$ cat config.mk
export PLATFORM = sky130hd
export DESIGN_NAME = mesh_chat_frame_parser
export DESIGN_NICKNAME = d
export VERILOG_FILES = /design/src/rtl/mcfp_pkg.sv /design/src/rtl/mesh_chat_frame_parser.sv /design/src/rtl/mcfp_front.sv /design/src/rtl/mcfp_back.sv
export SDC_FILE = /design/constraint.sdc
export NUM_CORES = 1
export LEC_CHECK = 0
export BUFFER_PORTS_ARGS = -buffer_cell sky130_fd_sc_hd__clkbuf_2
export CELL_PAD_IN_SITES_DETAIL_PLACEMENT = 1
export CELL_PAD_IN_SITES_GLOBAL_PLACEMENT = 2
export CORE_ASPECT_RATIO = 1.25
export CORE_MARGIN = 2
export CORE_UTILIZATION = 44
export CTS_BUF_LIST = sky130_fd_sc_hd__clkbuf_8
export DETAILED_ROUTE_END_ITERATION = 8
export GPL_ROUTABILITY_DRIVEN = 1
export GPL_TIMING_DRIVEN = 0
export PLACE_DENSITY_LB_ADDON = 0.3
export SYNTH_ARGS = -nofsm -noshare
export SYNTH_HDL_FRONTEND = slang
export SYNTH_SLANG_ARGS = --single-unit
$ cat constraint.sdc
create_clock -name i_clk -period 23 [get_ports i_clk]
set_clock_uncertainty 0.2 [all_clocks]
set_input_delay 1.15 -clock i_clk [delete_from_list [all_inputs] [get_ports i_clk]]
set_output_delay 1.15 -clock i_clk [all_outputs]
set_load 0.03 [all_outputs]
$ cat src/rtl/mcfp_pkg.sv
// Shared types and constants of the mesh chat frame parser.
`default_nettype none
package mcfp_pkg;
    localparam int PEER_ID_BYTES_DEF   = 8;
    localparam int SIGNATURE_BYTES_DEF = 64;
    localparam int LENGTH_BITS_DEF     = 20;

    localparam logic [3:0] SEC_VERSION = 4'd0;
    localparam logic [3:0] SEC_TYPE    = 4'd1;
    localparam logic [3:0] SEC_TTL     = 4'd2;
    localparam logic [3:0] SEC_TIME    = 4'd3;
    localparam logic [3:0] SEC_FLAGS   = 4'd4;
    localparam logic [3:0] SEC_LENGTH  = 4'd5;
    localparam logic [3:0] SEC_SENDER  = 4'd6;
    localparam logic [3:0] SEC_RECIP   = 4'd7;
    localparam logic [3:0] SEC_HOPCNT  = 4'd8;
    localparam logic [3:0] SEC_HOP     = 4'd9;
    localparam logic [3:0] SEC_ORIG    = 4'd10;
    localparam logic [3:0] SEC_PAYLOAD = 4'd11;
    localparam logic [3:0] SEC_SIG     = 4'd12;
    localparam logic [3:0] SEC_TRAIL   = 4'd13;
    localparam logic [3:0] SEC_DISCARD = 4'd14;

    localparam logic [2:0] ST_OK      = 3'd0;
    localparam logic [2:0] ST_VERSION = 3'd1;
    localparam logic [2:0] ST_TOOBIG  = 3'd2;
    localparam logic [2:0] ST_HOPS    = 3'd3;
    localparam logic [2:0] ST_COMPLEN = 3'd4;
    localparam logic [2:0] ST_RATIO   = 3'd5;
    localparam logic [2:0] ST_TRUNC   = 3'd6;

    localparam int F_RECIP = 0;
    localparam int F_SIG   = 1;
    localparam int F_COMP  = 2;
    localparam int F_ROUTE = 3;

    localparam logic [15:0] RATIO_LIMIT_P1 = 16'd50001;

    localparam logic [0:0] CFG_MAX_PAYLOAD = 1'b0;
    localparam logic [0:0] CFG_MAX_HOPS    = 1'b1;

    typedef struct packed {
        logic [7:0] value;
        logic       last;
        logic       ver_ok;
        logic       ver_two;
        logic       hop_over;
    } t_item;
endpackage
`default_nettype wire

$ cat src/rtl/mesh_chat_frame_parser.sv
// Top level of the mesh chat frame parser.
//  channel  | dir | handshake                    | payload
//  s_axis   | in  | s_axis_tvalid/s_axis_tready  | tdata byte_value, tlast frame_end
//  m_axis   | out | m_axis_tvalid/m_axis_tready  | tdata section..status, tuser, tlast
//  cfg      | in  | i_cfg_valid/o_cfg_ready      | i_cfg_index, i_cfg_data
// One byte per cycle while m_axis accepts; an accepted byte passes through a queue entry
// and then the output register.
// The byte parser updates its frame state once per byte.
// Reset is synchronous; it empties the two-entry queue and the output register.
// When m_axis stalls the queue still takes one more byte and s_axis_tready drops once the queue is full.
`default_nettype none
module mesh_chat_frame_parser
    import mcfp_pkg::*;
#(
    parameter int PEER_ID_BYTES   = PEER_ID_BYTES_DEF,
    parameter int SIGNATURE_BYTES = SIGNATURE_BYTES_DEF,
    parameter int LENGTH_BITS     = LENGTH_BITS_DEF
) (
    input  wire logic        i_clk,
    input  wire logic        i_rst_n,
    input  wire logic        s_axis_tvalid,
    output logic             s_axis_tready,
    input  wire logic [7:0]  s_axis_tdata,   // [7:0] byte_value
    input  wire logic        s_axis_tlast,
    output logic             m_axis_tvalid,
    input  wire logic        m_axis_tready,
    output logic [39:0]      m_axis_tdata,   // [3:0] section, [23:4] offset, [31:24] value,
                                             // [34:32] status, [39:35] zero
    output logic [0:0]       m_axis_tuser,   // [0] compressed
    output logic             m_axis_tlast,
    input  wire logic        i_cfg_valid,
    output logic             o_cfg_ready,
    input  wire logic [0:0]  i_cfg_index,
    input  wire logic [19:0] i_cfg_data
);
    logic [19:0] r_max_payload;
    logic [7:0]  r_max_hops;
    logic        w_q_valid, w_pop;
    t_item       w_item;
    logic [3:0]  w_section;
    logic [19:0] w_offset;
    logic [7:0]  w_value;
    logic        w_comp;
    logic [2:0]  w_status;

    assign o_cfg_ready = 1'b1;

    always_ff @(posedge i_clk) begin
        if (!i_rst_n) begin
            r_max_payload <= 20'hFFFFF;
            r_max_hops    <= 8'd16;
        end else if (i_cfg_valid) begin
            case (i_cfg_index)
                CFG_MAX_PAYLOAD: r_max_payload <= i_cfg_data;
                CFG_MAX_HOPS:    r_max_hops    <= i_cfg_data[7:0];
                default: ;
            endcase
        end
    end

    mcfp_front u_front (
        .i_clk      (i_clk),
        .i_rst_n    (i_rst_n),
        .i_valid    (s_axis_tvalid),
        .o_ready    (s_axis_tready),
        .i_value    (s_axis_tdata),
        .i_last     (s_axis_tlast),
        .i_max_hops (r_max_hops),
        .o_valid    (w_q_valid),
        .i_pop      (w_pop),
        .o_item     (w_item)
    );

    mcfp_back #(
        .PEER_ID_BYTES   (PEER_ID_BYTES),
        .SIGNATURE_BYTES (SIGNATURE_BYTES),
        .LENGTH_BITS     (LENGTH_BITS)
    ) u_back (
        .i_clk         (i_clk),
        .i_rst_n       (i_rst_n),
        .i_valid       (w_q_valid),
        .i_item        (w_item),
        .o_pop         (w_pop),
        .i_max_payload (r_max_payload),
        .o_valid       (m_axis_tvalid),
        .i_ready       (m_axis_tready),
        .o_section     (w_section),
        .o_offset      (w_offset),
        .o_value       (w_value),
        .o_compressed  (w_comp),
        .o_last        (m_axis_tlast),
        .o_status      (w_status)
    );

    assign m_axis_tdata = {5'd0, w_status, w_value, w_offset, w_section};
    assign m_axis_tuser = w_comp;
endmodule
`default_nettype wire

$ cat src/rtl/mcfp_front.sv
// Front end: classify each request byte and queue it for the parser.
`default_nettype none
module mcfp_front
    import mcfp_pkg::*;
(
    input  wire logic       i_clk,
    input  wire logic       i_rst_n,
    input  wire logic       i_valid,
    output logic            o_ready,
    input  wire logic [7:0] i_value,
    input  wire logic       i_last,
    input  wire logic [7:0] i_max_hops,
    output logic            o_valid,
    input  wire logic       i_pop,
    output t_item           o_item
);
    t_item      r_mem [2];
    logic       r_wp, r_rp;
    logic [1:0] r_cnt;
    t_item      w_item;
    logic       w_push;

    always_comb begin
        w_item.value    = i_value;
        w_item.last     = i_last;
        w_item.ver_ok   = (i_value == 8'd1) || (i_value == 8'd2);
        w_item.ver_two  = (i_value == 8'd2);
        w_item.hop_over = (i_value > i_max_hops);
    end

    assign o_ready = (r_cnt != 2'd2);
    assign w_push  = i_valid && o_ready;
    assign o_valid = (r_cnt != 2'd0);
    assign o_item  = r_mem[r_rp];

    always_ff @(posedge i_clk) begin
        if (w_push) begin
            r_mem[r_wp] <= w_item;
        end
        if (!i_rst_n) begin
            r_wp  <= 1'b0;
            r_rp  <= 1'b0;
            r_cnt <= 2'd0;
        end else begin
            if (w_push) r_wp <= ~r_wp;
            if (i_pop) r_rp <= ~r_rp;
            r_cnt <= r_cnt + {1'b0, w_push} - {1'b0, i_pop};
        end
    end
endmodule
`default_nettype wire

$ cat src/rtl/mcfp_back.sv
// Back end: frame section tracking, checks and the output register.
`default_nettype none
module mcfp_back
    import mcfp_pkg::*;
#(
    parameter int PEER_ID_BYTES   = PEER_ID_BYTES_DEF,
    parameter int SIGNATURE_BYTES = SIGNATURE_BYTES_DEF,
    parameter int LENGTH_BITS     = LENGTH_BITS_DEF
) (
    input  wire logic        i_clk,
    input  wire logic        i_rst_n,
    input  wire logic        i_valid,
    input  wire t_item       i_item,
    output logic             o_pop,
    input  wire logic [19:0] i_max_payload,
    output logic             o_valid,
    input  wire logic        i_ready,
    output logic [3:0]       o_section,
    output logic [19:0]      o_offset,
    output logic [7:0]       o_value,
    output logic             o_compressed,
    output logic             o_last,
    output logic [2:0]       o_status
);
    localparam int LB = LENGTH_BITS;

    logic [3:0]    r_phase, n_phase;
    logic [LB-1:0] r_cnt, n_cnt;
    logic          r_v2, n_v2;
    logic [4:0]    r_flags, n_flags;
    logic [31:0]   r_len, n_len;
    logic [31:0]   r_orig, n_orig;
    logic [7:0]    r_hops, n_hops;
    logic [2:0]    r_err, n_err;
    logic [35:0]   r_prod;
    logic [19:0]   w_csize;
    logic [2:0]    w_lb;
    logic [31:0]   w_size;
    logic [LB-1:0] w_inc;
    logic [3:0]    w_p;
    logic [3:0]    w_sec;
    logic [19:0]   w_off;
    logic [2:0]    w_status;

    function automatic logic [3:0] f_next(input logic [3:0] p, input logic [4:0] fl,
                                          input logic v2);
        logic [3:0] q;
        q = p + 4'd1;
        case (p)
            SEC_SENDER: begin
                if (fl[F_RECIP]) q = SEC_RECIP;
                else if (v2 && fl[F_ROUTE]) q = SEC_HOPCNT;
                else if (fl[F_COMP]) q = SEC_ORIG;
                else q = SEC_PAYLOAD;
            end
            SEC_RECIP: begin
                if (v2 && fl[F_ROUTE]) q = SEC_HOPCNT;
                else if (fl[F_COMP]) q = SEC_ORIG;
                else q = SEC_PAYLOAD;
            end
            SEC_HOP:     q = fl[F_COMP] ? SEC_ORIG : SEC_PAYLOAD;
            SEC_HOPCNT:  q = SEC_HOP;
            SEC_ORIG:    q = SEC_PAYLOAD;
            SEC_PAYLOAD: q = fl[F_SIG] ? SEC_SIG : SEC_TRAIL;
            SEC_SIG:     q = SEC_TRAIL;
            default:     q = p + 4'd1;
        endcase
        return q;
    endfunction

    assign o_pop   = i_valid && (!o_valid || i_ready);
    assign w_lb    = r_v2 ? 3'd4 : 3'd2;
    assign w_csize = r_len[19:0] - {17'd0, w_lb};

    always_comb begin
        n_phase = r_phase;
        n_cnt   = r_cnt;
        n_v2    = r_v2;
        n_flags = r_flags;
        n_len   = r_len;
        n_orig  = r_orig;
        n_hops  = r_hops;
        n_err   = r_err;
        w_sec   = r_phase;
        w_off   = 20'd0;
        w_size  = 32'd1;
        w_inc   = r_cnt + {{(LB-1){1'b0}}, 1'b1};
        w_p     = r_phase;
        if (r_phase == SEC_TRAIL) begin
            w_off = 20'(32'(r_cnt));
            if (r_cnt != {LB{1'b1}}) n_cnt = w_inc;
        end else if (r_phase != SEC_DISCARD) begin
            w_off = 20'(32'(r_cnt));
            case (r_phase)
                SEC_VERSION: begin
                    n_v2 = i_item.ver_two;
                    if (!i_item.ver_ok) n_err = ST_VERSION;
                end
                SEC_FLAGS:  n_flags = i_item.value[4:0];
                SEC_LENGTH: n_len = {r_len[23:0], i_item.value};
                SEC_ORIG:   n_orig = {r_orig[23:0], i_item.value};
                SEC_HOPCNT: begin
                    n_hops = i_item.value;
                    if (i_item.hop_over) n_err = ST_HOPS;
                end
                default: ;
            endcase
            case (r_phase)
                SEC_TIME:              w_size = 32'd8;
                SEC_LENGTH, SEC_ORIG:  w_size = {29'd0, (n_v2 ? 3'd4 : 3'd2)};
                SEC_SENDER, SEC_RECIP,
                SEC_HOP:               w_size = 32'(PEER_ID_BYTES);
                SEC_PAYLOAD:           w_size = n_flags[F_COMP] ? n_len - {29'd0, w_lb}
                                                                : n_len;
                SEC_SIG:               w_size = 32'(SIGNATURE_BYTES);
                default:               w_size = 32'd1;
            endcase
            n_cnt = w_inc;
            if (n_err == ST_OK && w_inc == w_size[LB-1:0]) begin
                if (r_phase == SEC_LENGTH && n_len > {12'd0, i_max_payload}) begin
                    n_err = ST_TOOBIG;
                end else if (r_phase == SEC_HOP && r_hops > 8'd1) begin
                    n_hops = r_hops - 8'd1;
                    n_cnt  = '0;
                end else begin
                    if (r_phase == SEC_HOP) n_hops = 8'd0;
                    w_p = f_next(r_phase, n_flags, n_v2);
                    if (w_p == SEC_HOP && n_hops == 8'd0) w_p = f_next(SEC_HOP, n_flags, n_v2);
                    if (w_p == SEC_ORIG && n_len < {29'd0, w_lb}) begin
                        n_err = ST_COMPLEN;
                    end else if (w_p == SEC_PAYLOAD && n_flags[F_COMP]) begin
                        if (n_orig > {12'd0, i_max_payload}) n_err = ST_TOOBIG;
                        else if (n_orig == 32'd0 || n_len == {29'd0, w_lb}) n_err = ST_COMPLEN;
                        else if ({4'd0, n_orig} >= r_prod) n_err = ST_RATIO;
                    end else if (w_p == SEC_PAYLOAD && n_len == 32'd0) begin
                        w_p = f_next(SEC_PAYLOAD, n_flags, n_v2);
                    end
                    if (n_err == ST_OK) begin
                        n_phase = w_p;
                        n_cnt   = '0;
                    end
                end
            end
            if (n_err != ST_OK) n_phase = SEC_DISCARD;
        end
        w_status = ST_OK;
        if (i_item.last) begin
            if (n_err != ST_OK) w_status = n_err;
            else if (n_phase != SEC_TRAIL) w_status = ST_TRUNC;
        end
    end

    always_ff @(posedge i_clk) begin
        r_prod <= w_csize * RATIO_LIMIT_P1;
        if (o_pop) begin
            o_section    <= w_sec;
            o_offset     <= w_off;
            o_value      <= i_item.value;
            o_compressed <= n_flags[F_COMP];
            o_last       <= i_item.last;
            o_status     <= w_status;
        end
        if (!i_rst_n) begin
            o_valid <= 1'b0;
            r_phase <= SEC_VERSION;
            r_cnt   <= '0;
            r_v2    <= 1'b0;
            r_flags <= 5'd0;
            r_len   <= 32'd0;
            r_orig  <= 32'd0;
            r_hops  <= 8'd0;
            r_err   <= ST_OK;
        end else begin
            if (o_pop) o_valid <= 1'b1;
            else if (i_ready) o_valid <= 1'b0;
            if (o_pop) begin
                if (i_item.last) begin
                    r_phase <= SEC_VERSION;
                    r_cnt   <= '0;
                    r_v2    <= 1'b0;
                    r_flags <= 5'd0;
                    r_len   <= 32'd0;
                    r_orig  <= 32'd0;
                    r_hops  <= 8'd0;
                    r_err   <= ST_OK;
                end else begin
                    r_phase <= n_phase;
                    r_cnt   <= n_cnt;
                    r_v2    <= n_v2;
                    r_flags <= n_flags;
                    r_len   <= n_len;
                    r_orig  <= n_orig;
                    r_hops  <= n_hops;
                    r_err   <= n_err;
                end
            end
        end
    end
endmodule
`default_nettype wire

==> results.sh, run 1 <==
export IMPL_outcome="completed"
export IMPL_synth_edff_count=61
export IMPL_grtUsageTotal_pct=29.49
export IMPL_grt_pass1_vias=17860
export IMPL_finalNonFillerCells=2888
export IMPL_fill_cells=5158
export IMPL_areaGrowthSynthToFinish_pct=10.15
export IMPL_grt_antenna_before_repair=1
export IMPL_synth_top_area_share_pct=18.12
export IMPL_hp_start="r_max_hops[7]"
export IMPL_critPathArrivalTime_ps=9350
export IMPL_reg2reg_to="u_back.r_prod[32]"
export IMPL_reg2reg_from="u_back.r_v2"
export IMPL_io_pins=80
export IMPL_cts_tree="done"
export IMPL_coreArea_mm2=0.04307
export IMPL_ys_seq_elements=235
export IMPL_grt_overflow_total=0
export IMPL_fp_dieW_um=191.0
export IMPL_grt_pass1_wl_mm=102.1
export IMPL_ys_types=100
export IMPL_hp_class="reg -> reg"
export IMPL_dr_first_iter_drc_count=750
export IMPL_min_path_cells=2
export IMPL_dp_hpwl_mm=53.52
export IMPL_finalCoreUtilization_pct=49.16
export IMPL_async_flop_share_pct=0
export IMPL_cts_sinks=235
export IMPL_grt_max_degree=46
export IMPL_die_h_um=237.7
export IMPL_final_common_cell="inv_1"
export IMPL_yosysWarnings=0
export IMPL_cts_hold_buf=0
export IMPL_postSynthAreaPerCell_um2=8.855
export IMPL_root_buffer="clkbuf_8"
export IMPL_ant_nets=0
export IMPL_hold_viol=0
export IMPL_final_min_period_over_clock_period_pct=39.16
export IMPL_port_buffers=70
export IMPL_drv_slew=0
export IMPL_max_freq_ghz=0.1110
export IMPL_cap_violations=0
export IMPL_reg2regPathDepth=27
export IMPL_dr_total_vias=16670
export IMPL_layout_drive_gt1_share_pct=9.001
export IMPL_viasPerCell=5.773
export IMPL_clockBufferDepth=3
export IMPL_multiInputGateArea_mm2=0.01256
export IMPL_routabilityCongestion=0.9293
export IMPL_final_cell_mix="inv_1, ha_1, nand2_1, dfxtp_1, nor2_1"
export IMPL_relSlewSlack_pct=11.45
export IMPL_rows=85
export IMPL_fin_setup_tns_ps=0
export IMPL_syn_instance_count=2171
export IMPL_post_drt_wl_per_cell_um=22.71
export IMPL_regArea_mm2=0.005315
export IMPL_start_util_pct=44.63
export IMPL_syn_area_mm2=0.01922
export IMPL_crit_path_start="u_back.r_v2"
export IMPL_synth_flop_cell="dfxtp_1"
export IMPL_reg2reg_setup_slack_ps=13990
export IMPL_cts_setup_buffers=0
export IMPL_crit_type="reg -> reg"
export IMPL_startpoint_type="flip-flop"
export IMPL_worst_pin_slew_ps=1314
export IMPL_htree_levels=2
export IMPL_finalSetupViolCount=0
export IMPL_dr_pass1_iters=5
export IMPL_wl_mm=65.58
export IMPL_cts_buffers=43
export IMPL_clock_latency_ps=640
export IMPL_dieArea_mm2=0.04539
export IMPL_synthTopCellsByArea="dfxtp_1, ha_1, edfxtp_1, fa_1, inv_1"
export IMPL_clkTransAtPathRegs_ps=60
export IMPL_worst_endpoint_required_ps=23340
export IMPL_period_needed_ps=9007
export IMPL_min_to="r_max_hops[7]"
export IMPL_final_nets=2662
export IMPL_critPathCaptureType="flip-flop"
export IMPL_drc=0
export IMPL_cts_resized=0
export IMPL_worstPathMaxFanout=7
export IMPL_dp_cells=2810
export IMPL_rsz0062_at_grt="no"
export IMPL_yosysTopAreaCell="dfxtp_1"
export IMPL_seq_area_frac_synth_pct=27.65
-- worst max-delay path by stage --
stage,end,slack (ps)
after detailed placement,u_back.r_prod[32],14030
after global routing,u_back.r_prod[32],13500
after CTS,u_back.r_prod[32],13970
after global placement,u_back.r_prod[32],14060
after floorplan,u_back.r_prod[32],15520
final,u_back.r_prod[32],13990
-- critical path, stage by stage, from the launching register on --
cell	delay (ps)
dfxtp_1	310
inv_1	270
ha_1	210
inv_1	60
a211oi_1	370
nand2b_1	120
nor2_1	220
nand2_1	190
or4b_2	680
xnor2_1	910
ha_1	410
ha_1	300
inv_1	80
fa_1	430
fa_1	510
inv_1	60
fa_1	480
ha_1	300
ha_1	390
nor2b_1	190
o21a_1	200
a41o_1	220
a2111oi_0	500
o21ai_0	260
or4_1	470
a41o_1	260
a21oi_1	180
xnor2_1	130
-- sequential cells by signal, indices dropped and copies added (netlist names), 3 cells and up, named ones only --
signal            cells
u_back.r_len         32
u_back.r_phase        4
u_back.r_cnt         20
u_back.o_status       3
r_max_payload        20
u_back.r_err          3
u_back.o_section      4
u_back.r_orig        32
u_back.o_value        8
u_back.o_offset      20
r_max_hops            8
u_back.r_hops         8
u_back.r_flags        4
u_back.r_prod        36
u_front.r_mem        24
-- routing by layer --
layer | vias up | part of all wire [%] | track usage, %
met5 | - | 0 | 0
met4 | 0 | 6.8 | 18.04
met3 | 177 | 3.3 | 3.543
met2 | 378 | 51 | 53.43
met1 | 8244 | 39 | 32.58
li1 | 7872 | - | -
-- cell usage after synthesis, drive strengths merged (39+ instances only) --
| cell type | number |
|---|---|
| o21ai | 80 |
| nor2b | 84 |
| nor3 | 42 |
| a21oi | 83 |
| edfxtp | 61 |
| and2 | 49 |
| xnor2 | 51 |
| inv | 259 |
| dfxtp | 174 |
| clkbuf | 65 |
| ha | 263 |
| a22oi | 71 |
| nand3 | 39 |
| nor2 | 102 |
| fa | 74 |
| nand2 | 206 |
-- final cells by class --
type	instances	share of cell area, %
repair buffers	70	1.654
diodes	1	0.01182
clock buffers	45	2.925
well taps	565	3.338
inverters	260	4.614
flip-flops and latches	235	25.10
plain buffers	92	1.849
multi-input cells	1588	59.30
clock inverters	32	1.211
-- metrics by stage --
stage               hold slack, ps  setup slack [ps]  instance area [µm²]
floorplan                    240.5             15520                19240
global placement             255.6             14060                20300
detailed placement           274.5             14030                20300
CTS                          283.7             13970                21170
global route                 312.7             13500                21180
finish                       277.4             13990                21180
-- kinds of logic after synthesis --
kind of cell,Yosys count,share of synthesized area (%)
simple gates,673,18.09
compound gates,453,16.39
buf+inv,352,7.114
fa+ha+maj,337,24.82
flops,235,27.65
xor+xnor,78,3.554
mux,41,2.349
other cells,2,0.03906
Power of run 1 is not shown: default switching activity piles up to over one toggle a cycle in this logic, so the estimate is an artifact.
==> inputs of run 2 (changes only) <==
Settings changed: ABC_AREA from default to 1, CORE_UTILIZATION 44 to 34.
Clock period 23 ns to 7.7 ns, I/O delays scaled along.
==> results.sh, run 2 <==
export IMPL_outcome="completed"
export IMPL_fp_dieW_um=219.2
export IMPL_synthTopCellsByArea="dfxtp_1, ha_1, nand2_1, edfxtp_1, inv_1"
export IMPL_wl_mm=70.80
export IMPL_hp_class="in -> reg"
export IMPL_rows=98
export IMPL_start_util_pct=34.38
export IMPL_final_nets=3249
export IMPL_dr_total_vias=18310
export IMPL_dr_first_iter_drc_count=731
export IMPL_yosysTopAreaCell="dfxtp_1"
export IMPL_yosysMostFrequentCell="nand2_1"
export IMPL_die_h_um=273.0
export IMPL_root_buffer="clkbuf_8"
export IMPL_async_flop_share_pct=0
export IMPL_grtUsageTotal_pct=24.15
export IMPL_ant_nets=0
export IMPL_grt_pass1_vias=19790
export IMPL_hold_viol=0
export IMPL_syn_area_mm2=0.01969
export IMPL_synth_top_area_share_pct=17.69
export IMPL_port_buffers=72
export IMPL_final_min_period_over_clock_period_pct=94.62
export IMPL_regArea_mm2=0.005318
export IMPL_io_pins=80
export IMPL_period_needed_ps=7285
export IMPL_final_common_cell="nand2_1"
export IMPL_fin_ws_ps=414.6
export IMPL_dieArea_mm2=0.05985
export IMPL_reg_top3="u_back.r_prod x36, u_back.r_len x32, u_back.r_orig x32"
export IMPL_yosysWarnings=0
export IMPL_synth_flop_cell="dfxtp_1"
export IMPL_pre_cts_ws_ps=-1176
export IMPL_yosys_top_cells_count="nand2_1, inv_1, ha_1, nor2_1"
export IMPL_routabilityCongestion=0.9185
export IMPL_cpPeakStageDelay_ps=510
export IMPL_cap_violations=0
export IMPL_drv_slew=0
export IMPL_worst_endpoint_required_ps=7990
export IMPL_dp_hpwl_mm=57.94
export IMPL_viasPerCell=5.000
export IMPL_final_cell_mix="nand2_1, inv_1, ha_1, nor2_1, dfxtp_1"
export IMPL_clock_latency_ps=630
export IMPL_regMostFlops="u_back.r_prod"
export IMPL_cts_tree="done"
export IMPL_grt_antenna_before_repair=1
export IMPL_ys_types=53
export IMPL_cp_common_cell="ha_1"
export IMPL_cts_buffers=43
export IMPL_coreArea_mm2=0.05726
export IMPL_fill_cells=7206
export IMPL_postSynthAreaPerCell_um2=7.289
export IMPL_htree_levels=2
export IMPL_largest_reg_flops=36
export IMPL_ys_seq_elements=235
export IMPL_post_drt_wl_per_cell_um=19.34
export IMPL_relSlewSlack_pct=24.73
export IMPL_grt_overflow_total=0
export IMPL_clkTransAtPathRegs_ps=60
export IMPL_cts_sinks=235
export IMPL_drc=0
export IMPL_grt_pass1_wl_mm=110.6
export IMPL_critPathArrivalTime_ps=7580
export IMPL_worst_pin_slew_ps=1125
export IMPL_finalSetupViolCount=0
export IMPL_syn_instance_count=2701
export IMPL_grt_max_degree=29
export IMPL_clockBufferDepth=3
export IMPL_synth_edff_count=61
export IMPL_layout_drive_gt1_share_pct=9.347
export IMPL_areaGrowthSynthToFinish_pct=15.09
export IMPL_dr_pass1_iters=5
export IMPL_multiInputGateArea_mm2=0.01246
export IMPL_max_freq_ghz=0.1373
export IMPL_crit_type="reg -> reg"
export IMPL_cpMaxStageDelayCell="fa_1"
export IMPL_critPathCaptureType="flip-flop"
export IMPL_seq_area_frac_synth_pct=27.00
export IMPL_worstPathMaxFanout=6
export IMPL_startpoint_type="flip-flop"
-- run 2: changes by cell type after synthesis, sizes merged, moves of 35 or more --
cell and delta:
xnor2 -35, inv +209, nand3 +94, a22oi -71, nand2 +503, and2 -49
nor2b -83, a21oi +92, nor2 +125
-- run 2: area by class of cell --
class	count	share of cell area (%)
well taps	750	4.142
clock inverters	28	0.7731
plain buffers	79	1.844
flip-flops and latches	235	23.47
inverters	473	7.880
diodes	1	0.01104
multi-input cells	1918	54.99
repair buffers	127	3.854
clock buffers	50	3.037
-- run 2: final timing paths --
path                      from  slack [ps]  cells after the start                  end
max                u_back.r_v2         410                     28    u_back.r_prod[33]
min                i_cfg_index          70                      4        r_max_hops[2]
max reg2reg        u_back.r_v2         410                     28    u_back.r_prod[33]
min reg2reg  u_back.r_phase[2]         260                      0  u_back.o_section[2]
-- run 2: cell families after synthesis --
| group | synth area share [%] |
|---|---|
| flops | 27.00 |
| buf+inv | 11.18 |
| fa+ha+maj | 24.24 |
| xor+xnor | 3.248 |
| simple gates | 24.51 |
| other cells | 0.03815 |
| compound gates | 9.781 |
-- run 2: metal layers --
| layer | up-vias | global-route usage [%] | share of wire [%] |
|---|---|---|---|
| met5 | - | 0 | 0 |
| met4 | 0 | 11.52 | 5.3 |
| met3 | 160 | 2.326 | 2.7 |
| met2 | 301 | 46.69 | 54 |
| met1 | 8887 | 25.97 | 38 |
| li1 | 8957 | - | - |
-- run 2: worst max-delay path, delay by kind of cell, from the launching register on --
| kind | cells | cell delay (ps) |
|---|---|---|
| flops | 1 | 370 |
| xor+xnor | 2 | 400 |
| simple gates | 9 | 1650 |
| compound gates | 5 | 1070 |
| buf+inv | 4 | 430 |
| fa+ha+maj | 8 | 3000 |
-- run 2: timing repair --
item                                    CTS  global route
pin swaps                                 4             6
buffers inserted                          5            13
resized for setup                        35            17
hold buffers                             35             0
endpoints found under the hold margin    50             0
endpoints found under the setup margin   16            10
-- run 2: stage by stage --
stage | util, % | hold WS, ps | cell area [µm²] | TNS [ps] | cells
after floorplan | - | 225.7 | 19700 | 0 | 2705
after global placement | 36.67 | 239.7 | 21000 | -9797 | 3527
after detailed placement | 36.74 | 241.3 | 21040 | -10550 | 3529
after CTS | 39.30 | 0.4262 | 22510 | 0 | 3647
after global routing | 39.57 | 81.15 | 22660 | -22.18 | 3661
final | 39.57 | 71.63 | 22660 | 0 | 3661
Power of run 2 is left out for the same reason.
==> inputs of run 3 (changes only) <==
Settings changed: CORE_MARGIN 2 to 8, PLACE_DENSITY_LB_ADDON 0.3 to 0.1.
==> results.sh, run 3 (synthesized netlist as in run 2, its figures left out) <==
export IMPL_cap_violations=0
export IMPL_cp_common_cell="inv_1"
export IMPL_grt_overflow_total=0
export IMPL_cts_buffers=46
export IMPL_worst_endpoint_required_ps=8030
export IMPL_layout_drive_gt1_share_pct=9.890
export IMPL_worst_pin_slew_ps=1217
export IMPL_hp_start="i_rst_n"
export IMPL_dr_first_iter_drc_count=663
export IMPL_cpPeakStageDelay_ps=570
export IMPL_coreArea_mm2=0.05726
export IMPL_startpoint_type="flip-flop"
export IMPL_hp_class="in -> reg"
export IMPL_dr_pass1_iters=5
export IMPL_hold_viol=0
export IMPL_clockBufferDepth=3
export IMPL_fin_setup_tns_ps=0
export IMPL_post_drt_wl_per_cell_um=19.91
export IMPL_cpMaxStageDelayCell="fa_1"
export IMPL_max_freq_ghz=0.1371
export IMPL_final_common_cell="nand2_1"
export IMPL_reg2reg_from="u_back.r_len[2]"
export IMPL_dieArea_mm2=0.06590
export IMPL_clock_latency_ps=630
export IMPL_grt_max_degree=28
export IMPL_dp_hpwl_mm=59.81
export IMPL_relSlewSlack_pct=18.54
export IMPL_worstPathMaxFanout=5
export IMPL_largest_reg_flops=36
export IMPL_cts_tree="done"
export IMPL_final_nets=3257
export IMPL_wl_mm=73.13
export IMPL_fill_cells=7153
export IMPL_clkTransAtPathRegs_ps=70
export IMPL_dr_total_vias=18190
export IMPL_pre_cts_ws_ps=-1371
export IMPL_dr_wl_met3_mm=1.903
export IMPL_regMostFlops="u_back.r_prod"
export IMPL_fp_dieW_um=231.2
export IMPL_top_layer_used="met4"
export IMPL_grt_antenna_before_repair=1
export IMPL_hold_ws_ps=206.6
export IMPL_grt_pass1_wl_mm=113.5
export IMPL_rows=98
export IMPL_fin_ws_ps=406.0
export IMPL_cts_sinks=235
export IMPL_areaGrowthSynthToFinish_pct=15.82
export IMPL_finalSetupViolCount=0
export IMPL_viasPerCell=4.952
export IMPL_crit_family="adder cells"
export IMPL_period_needed_ps=7294
export IMPL_drv_slew=0
export IMPL_final_min_period_over_clock_period_pct=94.73
export IMPL_critPathCaptureType="flip-flop"
export IMPL_htree_levels=2
export IMPL_wl_met2_mm=40.08
export IMPL_reg_top3="u_back.r_prod x36, u_back.r_len x32, u_back.r_orig x32"
export IMPL_dp_cells=3529
export IMPL_drc=0
export IMPL_die_h_um=285.0
export IMPL_routabilityCongestion=0.8974
export IMPL_crit_type="reg -> reg"
export IMPL_ant_nets=0
export IMPL_critPathArrivalTime_ps=7630
export IMPL_start_util_pct=34.38
export IMPL_crit_path_start="u_back.r_len[2]"
export IMPL_final_cell_mix="nand2_1, inv_1, ha_1, nor2_1, dfxtp_1"
export IMPL_root_buffer="clkbuf_8"
export IMPL_worst_path_buf_inv=6
export IMPL_grt_pass1_vias=19750
export IMPL_finalNonFillerCells=3674
export IMPL_port_buffers=72
export IMPL_m1WireLength_mm=27.85
export IMPL_outcome="completed"
export IMPL_io_pins=80
export IMPL_grtUsageTotal_pct=22.17
-- run 3: cell count changes in the layout (fill, tap and decap cells not counted), moves of 2 or more --
cell | previous run | this run
clkbuf_8 | 50 | 58
dlygate4sd3_1 | 35 | 38
inv_2 | 11 | 13
nand2_1 | 701 | 699
inv_1 | 467 | 461
clkinv_1 | 8 | 10
clkinv_2 | 7 | 10
buf_4 | 30 | 32
bufinv_16 | 2 | 0
nand2_2 | 8 | 10
-- run 3: per-layer routing --
| layer | track usage [%] | vias to the layer above |
|---|---|---|
| li1 | - | 8989 |
| met1 | 23.21 | 8808 |
| met2 | 43.62 | 268 |
| met3 | 2.404 | 127 |
| met4 | 9.529 | 0 |
| met5 | 0 | - |
-- run 3: worst paths after layout --
kind	endpoint	slack (ps)	depth (start not counted)
worst max-delay path	u_back.r_prod[35]	410	31
worst min-delay path	u_back.r_cnt[0]	210	3
worst max register to register	u_back.r_prod[35]	410	31
worst min register to register	r_max_hops[6]	260	2
-- run 3: layout make-up --
| cell class | count | area [µm²] | area share, % |
|---|---|---|---|
| well taps | 750 | 938.4 | 4.116 |
| plain buffers | 79 | 417.9 | 1.833 |
| repair buffers | 132 | 918.4 | 4.028 |
| clock inverters | 27 | 125.1 | 0.5488 |
| flip-flops and latches | 235 | 5316 | 23.32 |
| diodes | 2 | 5.005 | 0.02195 |
| inverters | 473 | 1785 | 7.831 |
| clock buffers | 58 | 798.3 | 3.501 |
| multi-input cells | 1918 | 12500 | 54.80 |
-- run 3: through the flow --
stage / util [%] / instance area, µm²
after floorplan: - / 19700
after CTS: 39.50 / 22620
final: 39.82 / 22800
after global routing: 39.81 / 22800
after global placement: 36.67 / 21000
after detailed placement: 36.74 / 21040
-- run 3: worst min-delay path, cell delays in order --
cell and delay (ps):
clkbuf_1 340, o21ai_0 200, a21oi_1 60
-- run 3: repair_timing --
action | 4_1_cts | 5_1_grt
setup endpoints to repair | 16 | 10
gates resized for setup | 38 | 21
setup buffers | 7 | 13
hold buffers | 38 | 0
cloned | 0 | 0
endpoints found under the hold margin | 53 | 0
pin swaps | 4 | 6
Power of run 3 is left out for the same reason.
